File: config.mk
export PLATFORM = sky130hd
export DESIGN_NAME = dda_line_rasterizer_unit
export DESIGN_NICKNAME = d
export VERILOG_FILES = /design/src/rtl/dlr_pkg.sv /design/src/rtl/dlr_front.sv /design/src/rtl/dlr_cmd_fifo.sv /design/src/rtl/dlr_back.sv /design/src/rtl/dda_line_rasterizer_unit.sv
export VERILOG_INCLUDE_DIRS = /design/src /design/src/rtl
export SDC_FILE = /design/constraint.sdc
export NUM_CORES = 1
export LEC_CHECK = 0
export BUFFER_PORTS_ARGS = -buffer_cell sky130_fd_sc_hd__buf_2
export CAP_MARGIN = 25
export CORE_ASPECT_RATIO = 1.4
export CORE_UTILIZATION = 45
export DETAILED_ROUTE_END_ITERATION = 7
export HOLD_SLACK_MARGIN = 0.08
export SLEW_MARGIN = 20
export SYNTH_ARGS = -nofsm -noshare
export SYNTH_HDL_FRONTEND = slang
export SYNTH_HIERARCHICAL = 1
export SYNTH_SLANG_ARGS = --single-unit
export TNS_END_PERCENT = 100
File: constraint.sdc
create_clock -name i_clk -period 3.7 [get_ports i_clk]
set_clock_uncertainty 0.1 [all_clocks]
set_input_delay 0 -clock i_clk [delete_from_list [all_inputs] [get_ports i_clk]]
set_output_delay 0 -clock i_clk [all_outputs]
set_load 0.02 [all_outputs]
File: src/rtl/dda_line_rasterizer_unit_defines.svh
// ----------------------------------------------------------------------------
// DDA line rasterizer assertion macros
// Shared property shorthands for the rasterizer modules; clock i_clk, reset
// i_rst_n (active low) are assumed to exist in the module that uses them.
// ----------------------------------------------------------------------------
`ifndef DDA_LINE_RASTERIZER_UNIT_DEFINES_SVH
`define DDA_LINE_RASTERIZER_UNIT_DEFINES_SVH

// Same-cycle implication, disabled while reset is held.
`define DLR_ASSERT_IMPL(lbl, ante, cons) \
    lbl: assert property (@(posedge i_clk) disable iff (!i_rst_n) (ante) |-> (cons)) \
        else $error("dlr assertion failed");

// Next-cycle implication, disabled while reset is held.
`define DLR_ASSERT_NEXT(lbl, ante, cons) \
    lbl: assert property (@(posedge i_clk) disable iff (!i_rst_n) (ante) |=> (cons)) \
        else $error("dlr assertion failed");

`endif

File: src/rtl/dlr_pkg.sv
// ----------------------------------------------------------------------------
// DDA line rasterizer package
// Widths, fixed-point layout and the command passed from setup to walker.
// ----------------------------------------------------------------------------
package dlr_pkg;

    localparam int COORD_BITS = 6;
    localparam int FRAC_BITS  = 16;
    localparam int ACC_W      = COORD_BITS + FRAC_BITS;
    localparam int INC_W      = FRAC_BITS + 2;
    localparam int CNT_W      = $clog2(ACC_W);
    // The command queue depth must be a power of two so the pointers wrap.
    localparam int Q_DEPTH    = 2;
    localparam int Q_AW       = $clog2(Q_DEPTH);

    typedef struct packed {
        logic [COORD_BITS-1:0]   start_x;
        logic [COORD_BITS-1:0]   start_y;
        logic [COORD_BITS-1:0]   steps;
        logic signed [INC_W-1:0] inc_x;
        logic signed [INC_W-1:0] inc_y;
    } t_cmd;

    typedef struct packed {
        logic valid;
        t_cmd cmd;
    } t_q_port;

endpackage

File: src/rtl/dlr_front.sv
// ----------------------------------------------------------------------------
// DDA line rasterizer setup stage
// Accepts a segment, finds the step count and divides both deltas by it.
// ----------------------------------------------------------------------------
`include "dda_line_rasterizer_unit_defines.svh"

module dlr_front import dlr_pkg::*; (
    input  logic                  i_clk,
    input  logic                  i_rst_n,
    input  logic                  i_push,
    output logic                  o_full,
    input  logic [COORD_BITS-1:0] i_start_x,
    input  logic [COORD_BITS-1:0] i_start_y,
    input  logic [COORD_BITS-1:0] i_end_x,
    input  logic [COORD_BITS-1:0] i_end_y,
    output t_q_port               o_wr,
    input  logic                  i_q_full
);

    typedef enum logic [2:0] {
        S_IDLE = 3'b001,
        S_DIV  = 3'b010,
        S_PUSH = 3'b100
    } t_state;

    t_state r_state, n_state;

    logic [COORD_BITS-1:0] r_sx, r_sy, r_steps;
    logic                  r_neg_x, r_neg_y;
    logic [ACC_W-1:0]      r_dvd_x, r_dvd_y;
    logic [COORD_BITS-1:0] r_rem_x, r_rem_y;
    logic [CNT_W-1:0]      r_cnt;

    logic [COORD_BITS-1:0] adx, ady;
    logic [COORD_BITS:0]   rsh_x, rsh_y, dsr;
    logic                  qx, qy;
    logic [COORD_BITS-1:0] n_rem_x, n_rem_y;
    logic [INC_W-1:0]      mag_x, mag_y;

    assign adx = (i_start_x >= i_end_x) ? (i_start_x - i_end_x) : (i_end_x - i_start_x);
    assign ady = (i_start_y >= i_end_y) ? (i_start_y - i_end_y) : (i_end_y - i_start_y);

    // One restoring-division step per cycle on each axis. The dividend
    // register shifts left and collects quotient bits at its bottom.
    always_comb begin
        dsr     = {1'b0, r_steps};
        rsh_x   = {r_rem_x, r_dvd_x[ACC_W-1]};
        rsh_y   = {r_rem_y, r_dvd_y[ACC_W-1]};
        qx      = (rsh_x >= dsr);
        qy      = (rsh_y >= dsr);
        n_rem_x = qx ? COORD_BITS'(rsh_x - dsr) : rsh_x[COORD_BITS-1:0];
        n_rem_y = qy ? COORD_BITS'(rsh_y - dsr) : rsh_y[COORD_BITS-1:0];
        mag_x   = {1'b0, r_dvd_x[FRAC_BITS:0]};
        mag_y   = {1'b0, r_dvd_y[FRAC_BITS:0]};
    end

    always_comb begin
        n_state = r_state;
        unique case (r_state)
            S_IDLE: begin
                if (i_push) n_state = S_DIV;
            end
            S_DIV: begin
                if (r_cnt == '0) n_state = S_PUSH;
            end
            S_PUSH: begin
                if (!i_q_full) n_state = S_IDLE;
            end
            default: n_state = S_IDLE;
        endcase
    end

    always_ff @(posedge i_clk) begin
        if (!i_rst_n) begin
            r_state <= S_IDLE;
        end else begin
            r_state <= n_state;
        end
    end

    always_ff @(posedge i_clk) begin
        unique case (r_state)
            S_IDLE: begin
                if (i_push) begin
                    r_sx    <= i_start_x;
                    r_sy    <= i_start_y;
                    r_steps <= (adx > ady) ? adx : ady;
                    r_neg_x <= (i_end_x < i_start_x);
                    r_neg_y <= (i_end_y < i_start_y);
                    r_dvd_x <= {adx, {FRAC_BITS{1'b0}}};
                    r_dvd_y <= {ady, {FRAC_BITS{1'b0}}};
                    r_rem_x <= '0;
                    r_rem_y <= '0;
                    r_cnt   <= CNT_W'(ACC_W - 1);
                end
            end
            S_DIV: begin
                r_dvd_x <= {r_dvd_x[ACC_W-2:0], qx};
                r_dvd_y <= {r_dvd_y[ACC_W-2:0], qy};
                r_rem_x <= n_rem_x;
                r_rem_y <= n_rem_y;
                r_cnt   <= r_cnt - 1'b1;
            end
            S_PUSH: begin
            end
            default: begin
            end
        endcase
    end

    assign o_full            = (r_state != S_IDLE);
    assign o_wr.valid        = (r_state == S_PUSH);
    assign o_wr.cmd.start_x  = r_sx;
    assign o_wr.cmd.start_y  = r_sy;
    assign o_wr.cmd.steps    = r_steps;
    // A zero-length segment has no valid quotient; it gets zero increments.
    assign o_wr.cmd.inc_x    = (r_steps == '0) ? '0 : (r_neg_x ? -mag_x : mag_x);
    assign o_wr.cmd.inc_y    = (r_steps == '0) ? '0 : (r_neg_y ? -mag_y : mag_y);

    `DLR_ASSERT_NEXT(a_div_ends, (r_state == S_DIV) && (r_cnt == '0), r_state == S_PUSH)
    `DLR_ASSERT_IMPL(a_full_busy, r_state != S_IDLE, o_full)

endmodule

File: src/rtl/dlr_cmd_fifo.sv
// ----------------------------------------------------------------------------
// DDA line rasterizer command queue
// Short queue of prepared segments between the setup and walk stages.
// ----------------------------------------------------------------------------
`include "dda_line_rasterizer_unit_defines.svh"

module dlr_cmd_fifo import dlr_pkg::*; (
    input  logic    i_clk,
    input  logic    i_rst_n,
    input  t_q_port i_wr,
    output logic    o_full,
    output t_q_port o_rd,
    input  logic    i_take
);

    t_cmd              r_mem [Q_DEPTH];
    logic [Q_AW-1:0]   r_wp, r_rp;
    logic [Q_AW:0]     r_cnt;
    logic              wr_en, rd_en;

    assign o_full   = (r_cnt == (Q_AW + 1)'(Q_DEPTH));
    assign wr_en    = i_wr.valid && !o_full;
    assign rd_en    = i_take && (r_cnt != '0);
    assign o_rd.valid = (r_cnt != '0);
    assign o_rd.cmd   = r_mem[r_rp];

    always_ff @(posedge i_clk) begin
        if (wr_en) r_mem[r_wp] <= i_wr.cmd;
    end

    always_ff @(posedge i_clk) begin
        if (!i_rst_n) begin
            r_wp  <= '0;
            r_rp  <= '0;
            r_cnt <= '0;
        end else begin
            if (wr_en) r_wp <= r_wp + 1'b1;
            if (rd_en) r_rp <= r_rp + 1'b1;
            if (wr_en && !rd_en) begin
                r_cnt <= r_cnt + 1'b1;
            end else if (rd_en && !wr_en) begin
                r_cnt <= r_cnt - 1'b1;
            end
        end
    end

    `DLR_ASSERT_IMPL(a_cnt_bound, 1'b1, r_cnt <= (Q_AW + 1)'(Q_DEPTH))

endmodule

File: src/rtl/dlr_back.sv
// ----------------------------------------------------------------------------
// DDA line rasterizer walk stage
// Steps the accumulators one point per cycle into a result register while that register is empty or being popped.
// ----------------------------------------------------------------------------
`include "dda_line_rasterizer_unit_defines.svh"

module dlr_back import dlr_pkg::*; (
    input  logic                  i_clk,
    input  logic                  i_rst_n,
    input  t_q_port               i_rd,
    output logic                  o_take,
    input  logic                  i_pop,
    output logic                  o_empty,
    output logic [COORD_BITS-1:0] o_pixel_x,
    output logic [COORD_BITS-1:0] o_pixel_y,
    output logic                  o_last_point
);

    localparam logic [ACC_W-1:0] HALF = ACC_W'(1) << (FRAC_BITS - 1);

    logic                    r_busy, r_out_valid;
    logic [ACC_W-1:0]        r_acc_x, r_acc_y;
    logic [INC_W-1:0]        r_inc_x, r_inc_y;
    logic [COORD_BITS-1:0]   r_left;
    logic [COORD_BITS-1:0]   r_px, r_py;
    logic                    r_last;

    logic                    load, emit;
    logic [ACC_W-1:0]        sum_x, sum_y, ext_x, ext_y;

    assign load  = !r_busy && i_rd.valid;
    assign emit  = r_busy && (!r_out_valid || i_pop);
    assign o_take = load;

    assign sum_x = r_acc_x + HALF;
    assign sum_y = r_acc_y + HALF;
    assign ext_x = {{(ACC_W - INC_W){r_inc_x[INC_W-1]}}, r_inc_x};
    assign ext_y = {{(ACC_W - INC_W){r_inc_y[INC_W-1]}}, r_inc_y};

    always_ff @(posedge i_clk) begin
        if (!i_rst_n) begin
            r_busy      <= 1'b0;
            r_out_valid <= 1'b0;
        end else begin
            if (load) begin
                r_busy <= 1'b1;
            end else if (emit && (r_left == '0)) begin
                r_busy <= 1'b0;
            end
            if (emit) begin
                r_out_valid <= 1'b1;
            end else if (i_pop) begin
                r_out_valid <= 1'b0;
            end
        end
    end

    always_ff @(posedge i_clk) begin
        if (load) begin
            r_acc_x <= {i_rd.cmd.start_x, {FRAC_BITS{1'b0}}};
            r_acc_y <= {i_rd.cmd.start_y, {FRAC_BITS{1'b0}}};
            r_inc_x <= i_rd.cmd.inc_x;
            r_inc_y <= i_rd.cmd.inc_y;
            r_left  <= i_rd.cmd.steps;
        end else if (emit) begin
            r_acc_x <= r_acc_x + ext_x;
            r_acc_y <= r_acc_y + ext_y;
            r_left  <= r_left - 1'b1;
        end
        if (emit) begin
            r_px   <= sum_x[ACC_W-1:FRAC_BITS];
            r_py   <= sum_y[ACC_W-1:FRAC_BITS];
            r_last <= (r_left == '0);
        end
    end

    assign o_empty      = !r_out_valid;
    assign o_pixel_x    = r_px;
    assign o_pixel_y    = r_py;
    assign o_last_point = r_last;

    `DLR_ASSERT_NEXT(a_walk_ends, emit && (r_left == '0), !r_busy)
    `DLR_ASSERT_NEXT(a_emit_fills, emit, r_out_valid)

endmodule

File: src/rtl/dda_line_rasterizer_unit.sv
// ----------------------------------------------------------------------------
// DDA line rasterizer
// Walks a line segment in a 64 by 64 tile and returns its pixels in order.
// ----------------------------------------------------------------------------
// Usage:
// Both sides behave like a queue. A segment transaction is accepted at a clock
// edge with push high and full low; the endpoints come on i_start_x/y and
// i_end_x/y. Results are read like a queue as well: while empty is low the
// oldest point sits on o_pixel_x, o_pixel_y and o_last_point, and it leaves at
// an edge with pop high. A segment of N steps (the larger of |dx| and |dy|)
// yields N + 1 point transactions, the last one flagged.
// From accept, a segment passes through bit-serial division in the setup stage,
// the write into the queue, the load of the walker and the fill of the result
// register before its first point reaches the result ports.
// The setup stage holds full high and takes no new segment until it has passed
// the current one to the queue; the walker emits one point per cycle while the
// receiver keeps popping, with a load step between segments.
// Reset (synchronous, active low) empties the command queue, idles both
// stages and drops any pending result. When the receiver stalls, the result
// register holds its point, the walker waits, the queue fills and full rises.
// ----------------------------------------------------------------------------
module dda_line_rasterizer_unit import dlr_pkg::*; (
    input  logic                  i_clk,
    input  logic                  i_rst_n,
    input  logic                  push,
    output logic                  full,
    input  logic [COORD_BITS-1:0] i_start_x,
    input  logic [COORD_BITS-1:0] i_start_y,
    input  logic [COORD_BITS-1:0] i_end_x,
    input  logic [COORD_BITS-1:0] i_end_y,
    output logic                  empty,
    input  logic                  pop,
    output logic [COORD_BITS-1:0] o_pixel_x,
    output logic [COORD_BITS-1:0] o_pixel_y,
    output logic                  o_last_point
);

    // Prepared commands flow setup -> queue -> walker.
    t_q_port wr_port, rd_port;
    logic    q_full, q_take;

    // Setup: step count, signs and per-axis increments by long division.
    dlr_front u_front (
        .i_clk     (i_clk),
        .i_rst_n   (i_rst_n),
        .i_push    (push),
        .o_full    (full),
        .i_start_x (i_start_x),
        .i_start_y (i_start_y),
        .i_end_x   (i_end_x),
        .i_end_y   (i_end_y),
        .o_wr      (wr_port),
        .i_q_full  (q_full)
    );

    // Decoupling queue so that division of the next segment overlaps the walk.
    dlr_cmd_fifo u_fifo (
        .i_clk   (i_clk),
        .i_rst_n (i_rst_n),
        .i_wr    (wr_port),
        .o_full  (q_full),
        .o_rd    (rd_port),
        .i_take  (q_take)
    );

    // Walker: accumulates the fixed-point position and rounds each point.
    dlr_back u_back (
        .i_clk        (i_clk),
        .i_rst_n      (i_rst_n),
        .i_rd         (rd_port),
        .o_take       (q_take),
        .i_pop        (pop),
        .o_empty      (empty),
        .o_pixel_x    (o_pixel_x),
        .o_pixel_y    (o_pixel_y),
        .o_last_point (o_last_point)
    );

endmodule
### Yosys cells after proc, flatten, opt, wreduce, memory -nomap -nowiden

Memories as Yosys holds them, arrays and structs flattened. A register that Yosys moved wholly into a read port is not among the register bits.
Index checks and enable logic that the tools add are counted.

| word-level totals | value |
|---|---|
| register bits after elaboration | 189 |
| latch bits | 0 |
| RAM bits | 108 |
| bits in read-only memories | 0 |
| bits of input ports | 28 |
| output and inout port bits | 15 |
| word-level logic and storage cells | 123 |
| memories | 1 |

Memory list:

| memory | words | bits a word | rd ports | clocked after memory_dff | write ports | RTL line | RTL |
|---|---|---|---|---|---|---|---|
| u_fifo.r_mem | 2 | 54 | 1 | 1 | 1 | dlr_cmd_fifo.sv:16 | `t_cmd r_mem [Q_DEPTH];` |

| cells by class | value |
|---|---|
| $add $sub $neg | 18 |
| multipliers | 0 |
| divide/modulo/power cells | 0 |
| $lt $le $gt $ge | 7 |
| equal/unequal tests | 8 |
| shift operators | 0 |
| multiplexer cells | 38 |
| bitwise operators | 0 |
| reductions and logical operators | 25 |

Operators with widths:

| cell | number |
|---|---|
| 22-bit 2-to-1 mux | 6 |
| 22-bit case mux with 2 select lines | 2 |
| 18-bit 2-to-1 mux | 4 |
| 6-bit 2-to-1 mux | 8 |
| 22-bit by 16-bit adder with 22-bit output (second input constant) | 2 |
| 22-bit adder | 2 |
| 17-bit negator with 18-bit output | 2 |
| 6-bit subtractor | 6 |
| 6-bit case mux with 2 select lines | 2 |
| 7-bit by 6-bit >= comparator with 1-bit output | 2 |
| 6-bit >= comparator | 2 |
| 6-bit zero test | 2 |
| 6-bit < comparator | 2 |
| 2-bit nonzero test | 6 |
| 5-bit case mux with 2 select lines | 1 |
| 3-bit 2-to-1 mux | 3 |
| 3-bit case mux with 3 select lines | 1 |
| 1-bit 2-to-1 mux | 8 |
| 1-bit logical AND | 7 |
| 6-bit greater-than comparator | 1 |
| 6-bit by 1-bit subtractor with 6-bit output (second input constant) | 1 |
| 1-bit zero test | 5 |
| 5-bit zero test | 1 |
| 5-bit 2-to-1 mux | 1 |
| other kinds (15) | 19 |

### Longest topological paths before layout

| logic depth | value |
|---|---|
| word-level depth | 7 |
| depth in mapped cells | 18 |
| gate-level depth less buffers | 17 |

### Modules after synthesis

Netlist, hierarchy kept.

By module, submodules not included:

| module | instances | cells an instance | area an instance (sq um) | seq. area each (sq um) |
|---|---|---|---|---|
| dlr_back | 1 | 562 | 5758.0 | 2692.6 |
| dlr_front | 1 | 583 | 5749.3 | 2492.4 |
| dlr_cmd_fifo | 1 | 193 | 4130.2 | 3343.2 |

### Least setup slack after synthesis

OpenSTA, ideal clock, no wires.

| path | value |
|---|---|
| kind | register to register |
| from | register u_front.r_state[2] |
| to | memory u_fifo/r_mem[0][0] in the netlist's numbering (enable) |
| setup time | 0.457 ns |
| arrival | 2.913 ns |
| required time | 3.143 ns |
| setup slack | 0.229 ns |
| cell stages (with the launch flop) | 4 |
| path buffers | 0 |
| clock period less this slack | 3.471 ns |
| cells stage by stage | dfxtp_1 > nor3b_1 > inv_1 > nor3_2 |

RTL lines:

| element | RTL line | RTL |
|---|---|---|
| start: declaration | dlr_front.sv:26 | `t_state r_state, n_state;` |
| start signal: assignment | dlr_front.sv:77 | `r_state <= n_state;` |
| end: declaration | dlr_cmd_fifo.sv:16 |  |

### Worst setup path after layout

| path | value |
|---|---|
| from | input port i_start_x[0] |
| to | register u_front.r_steps[5] (data pin) |

| between the ends | value |
|---|---|
| word-level cells in the longest chain between the ends | 4 |
| elaborated cells between the ends (all ways) | 6 |
| those cells by class | add/sub: 2; order compare: 2; mux: 2 |

Ends and longest elaborated chain:

| element | RTL line | RTL |
|---|---|---|
| start: declaration | dda_line_rasterizer_unit.sv:27 | `input logic [COORD_BITS-1:0] i_start_x,` |
| 6-bit subtractor or 6-bit >= comparator (tied branches) | dlr_front.sv:40 | `assign adx = (i_start_x >= i_end_x) ? (i_start_x - i_end_x) : (i_end_x - i_start_x);` |
| 6-bit 2-to-1 mux * | dlr_front.sv:40 |  |
| 6-bit greater-than comparator | dlr_front.sv:87 | `r_steps <= (adx > ady) ? adx : ady;` |
| 6-bit 2-to-1 mux * | dlr_front.sv:87 |  |
| end signal: assignment | dlr_front.sv:87 |  |
| end: declaration | dlr_front.sv:28 | `logic [COORD_BITS-1:0] r_sx, r_sy, r_steps;` |

Every way passes the cells marked *; elsewhere a longest branch is shown, timed or not.
A chain may end at the register's enable or synchronous reset.

==> metrics <==
f_max=0.293 GHz; final net count=1552; first-pass GRT wire length=52.9 mm; Synth Cell Area=15600 um^2; Seq/Total Area, Yosys=0.545; Mapped Avg Cell Area=11.7 um^2; die area=35500 um^2; cell family with most CP delay=simple AND/OR/NAND/NOR gates; number of synthesized flops with an enable pin=256; vias per cell=5.43; gr usage total=0.186; RSZ-0062 raised after global routing=no; hold crit path type=in -> reg; area growth from synthesis to layout=13.8%; Fill cells=2981; WP buf/inv=4; final RePlAce weighted congestion=0.861; CTS Sinks=298; worst path arrival time=3.72 ns; Synth Net Count=1466; Setup Fix Bufs, Post-CTS=0; Final Critical Period=3.41 ns; Clock Tree Buf Depth=3; Worst-Margin Slew=0.903 ns; Final Total Pwr=0.00955 W; Rows=80; top_reg_cell synth=edfxtp_1; Synth area leader=edfxtp_1; FFs w/ async S/R, synth=0; pwr dens=537 nW/um^2; max cap viols=0; Crit Path Category=in -> reg; period utilization=0.922; post-synthesis cell type count=80; crit-path cells=dlygate4sd3_1 > buf_2 > inv_1 > ha_1 > inv_1 > fa_1 > a21oi_1 > o21ai_1 > or2_4 > a311o_1 > nand2_1 > xnor2_1 > ha_1 > nand4_1 > or2_2 > and2_1 > and4_1 > a211oi_2; Hold Fails Final Rpt=0; status=finished, final reports clean; Ys Warns=6; Post-DRT Antenna Nets=0; Pre-Repair DR Iteration Count=5; via count=10300; critical path's slowest cell=dlygate4sd3_1; max-slew violations=0; Total Neg Setup Slack=0 ns; Worst-path clk slew=0.06 ns; DP HPWL=22.8 mm; final setup fails=0; Crit Path Max Fanout=6; Initial Util=0.458; H-tree Lvls=1; Crit. End Element=flop; post-layout util=0.521; die height=223 um; violation count after the first detailed-route iteration=565; peak supply drop=0.000376 V; port bufs=42; total grt overflow=0; Max stage delay on crit path=0.54 ns; Max-slew headroom=0.397; synth top area cells=edfxtp_1, ha_1, dfxtp_1, mux2_2, xnor2_1; WL final=32.6 mm; Required @ worst endpoint=4.01 ns; die outline width=160 um; Clock Latency Late Sink=0.57 ns; top cell type's share of synthesized area=0.492; Hold WS=0.113 ns; clock root buffer master=clkbuf_16; vias in the first global route=10300; Num CTS Buffers=30; layout cells sized above 1=0.140; DRC=0; Wirelength per Cell=17.2 um; top post-synthesis cells by count=edfxtp_1, ha_1, nand2_1; initial antenna violation count=0; flops & latches, synth=298; CTS tree=yes; Antenna diodes=0; most numerous cell in the Yosys netlist=edfxtp_1; CP Launch Type=input pin; largest net degree at the start of global routing=64; IO Pins=43; Leak Pwr=6.79 nW; Core Footprint=34100 um^2; cells after synthesis=1338
-- cell families (layout without fill, tap and decap cells) --
logic type	count (synthesis)	count (layout)	synth area share
AND/OR/NAND/NOR	365	365	0.117
flip-flops	298	298	0.545
XOR/XNOR	87	87	0.0487
buffers and inverters	116	225	0.0296
adder cells (fa/ha/maj)	100	100	0.0839
multiplexers	67	67	0.0472
AO/OA/AOI/OAI	305	305	0.129
-- where the power goes --
| group | total, W | switching, W | internal, W |
|---|---|---|---|
| sequential | 0.00416 | 0.000203 | 0.00396 |
| clock | 0.00315 | 0.00129 | 0.00187 |
| combinational | 0.00224 | 0.00129 | 0.000958 |
-- cells in the final DEF, fill, tap and decap left out, types with 41 or more instances in the layout --
cell and n:
a21oi_1 76, buf_2 42, dfxtp_1 41, edfxtp_1 256
ha_1 92, inv_1 75, mux2_2 54, nand2_1 89
nand3_1 60, nor2_1 85, o21ai_0 84, xnor2_1 48
-- flip-flops by register name (all words and copies together) (netlist names), 18 cells and up, named ones only --
name,cells
u_back/r_acc_x,22
u_back/r_acc_y,22
u_back/r_inc_x,18
u_front/r_dvd_y,22
u_fifo/r_mem,108
u_front/r_dvd_x,22
u_back/r_inc_y,18
-- per-stage QoR --
stage,worst slack [ns],cell area (um^2),std cells
after floorplan,0.229,15600,1338
after global placement,0.255,16400,1811
after detailed placement,0.144,16400,1811
after CTS,0.213,17800,1898
after global routing,0.0146,17800,1898
final,0.288,17800,1898
-- metal layers --
layer | routed length [um] | vias to the layer above | share of wire | GRT usage
met5 | 0 | - | 0 | 0
met2 | 16700 | 155 | 0.51 | 0.339
met4 | 969 | 0 | 0.030 | 0.0685
met1 | 14000 | 4969 | 0.43 | 0.224
met3 | 913 | 68 | 0.028 | 0.0211
li1 | - | 5111 | - | -
-- final cells by class --
class,instances,area [um^2],share of cell area
sequential,298,8530,0.479
multi-input combinational,924,6680,0.376
clock buffer,43,881,0.0495
timing repair buffer,92,691,0.0388
tap,451,564,0.0317
inverter,78,293,0.0164
clock inverter,12,158,0.00886
-- path summary, 6_finish.rpt --
kind / startpoint / endpoint / slack, ns / depth (start not counted)
worst max-delay path: i_start_x[0] / u_front/r_steps[5]$_DFFE_PP_ / 0.29 / 18
worst min register to register: u_back/r_acc_x[0]$_SDFFE_PP0P_ / u_back/r_acc_x[0]$_SDFFE_PP0P_ / 0.37 / 2
worst max register to register: u_back/r_inc_x[0]$_DFFE_PP_ / u_back/r_acc_x[16]$_DFFE_PP_ / 0.71 / 8
worst min-delay path: i_start_y[3] / u_front/r_sy[3]$_DFFE_PP_ / 0.11 / 2
-- what timing repair did --
item | in CTS | in global routing
gates resized for setup | 0 | 5
hold endpoints to repair | 50 | 0
hold buffers | 32 | 0
endpoints found under the setup margin | 0 | 2
No activity file was read; power rests on OpenSTA's default activity.
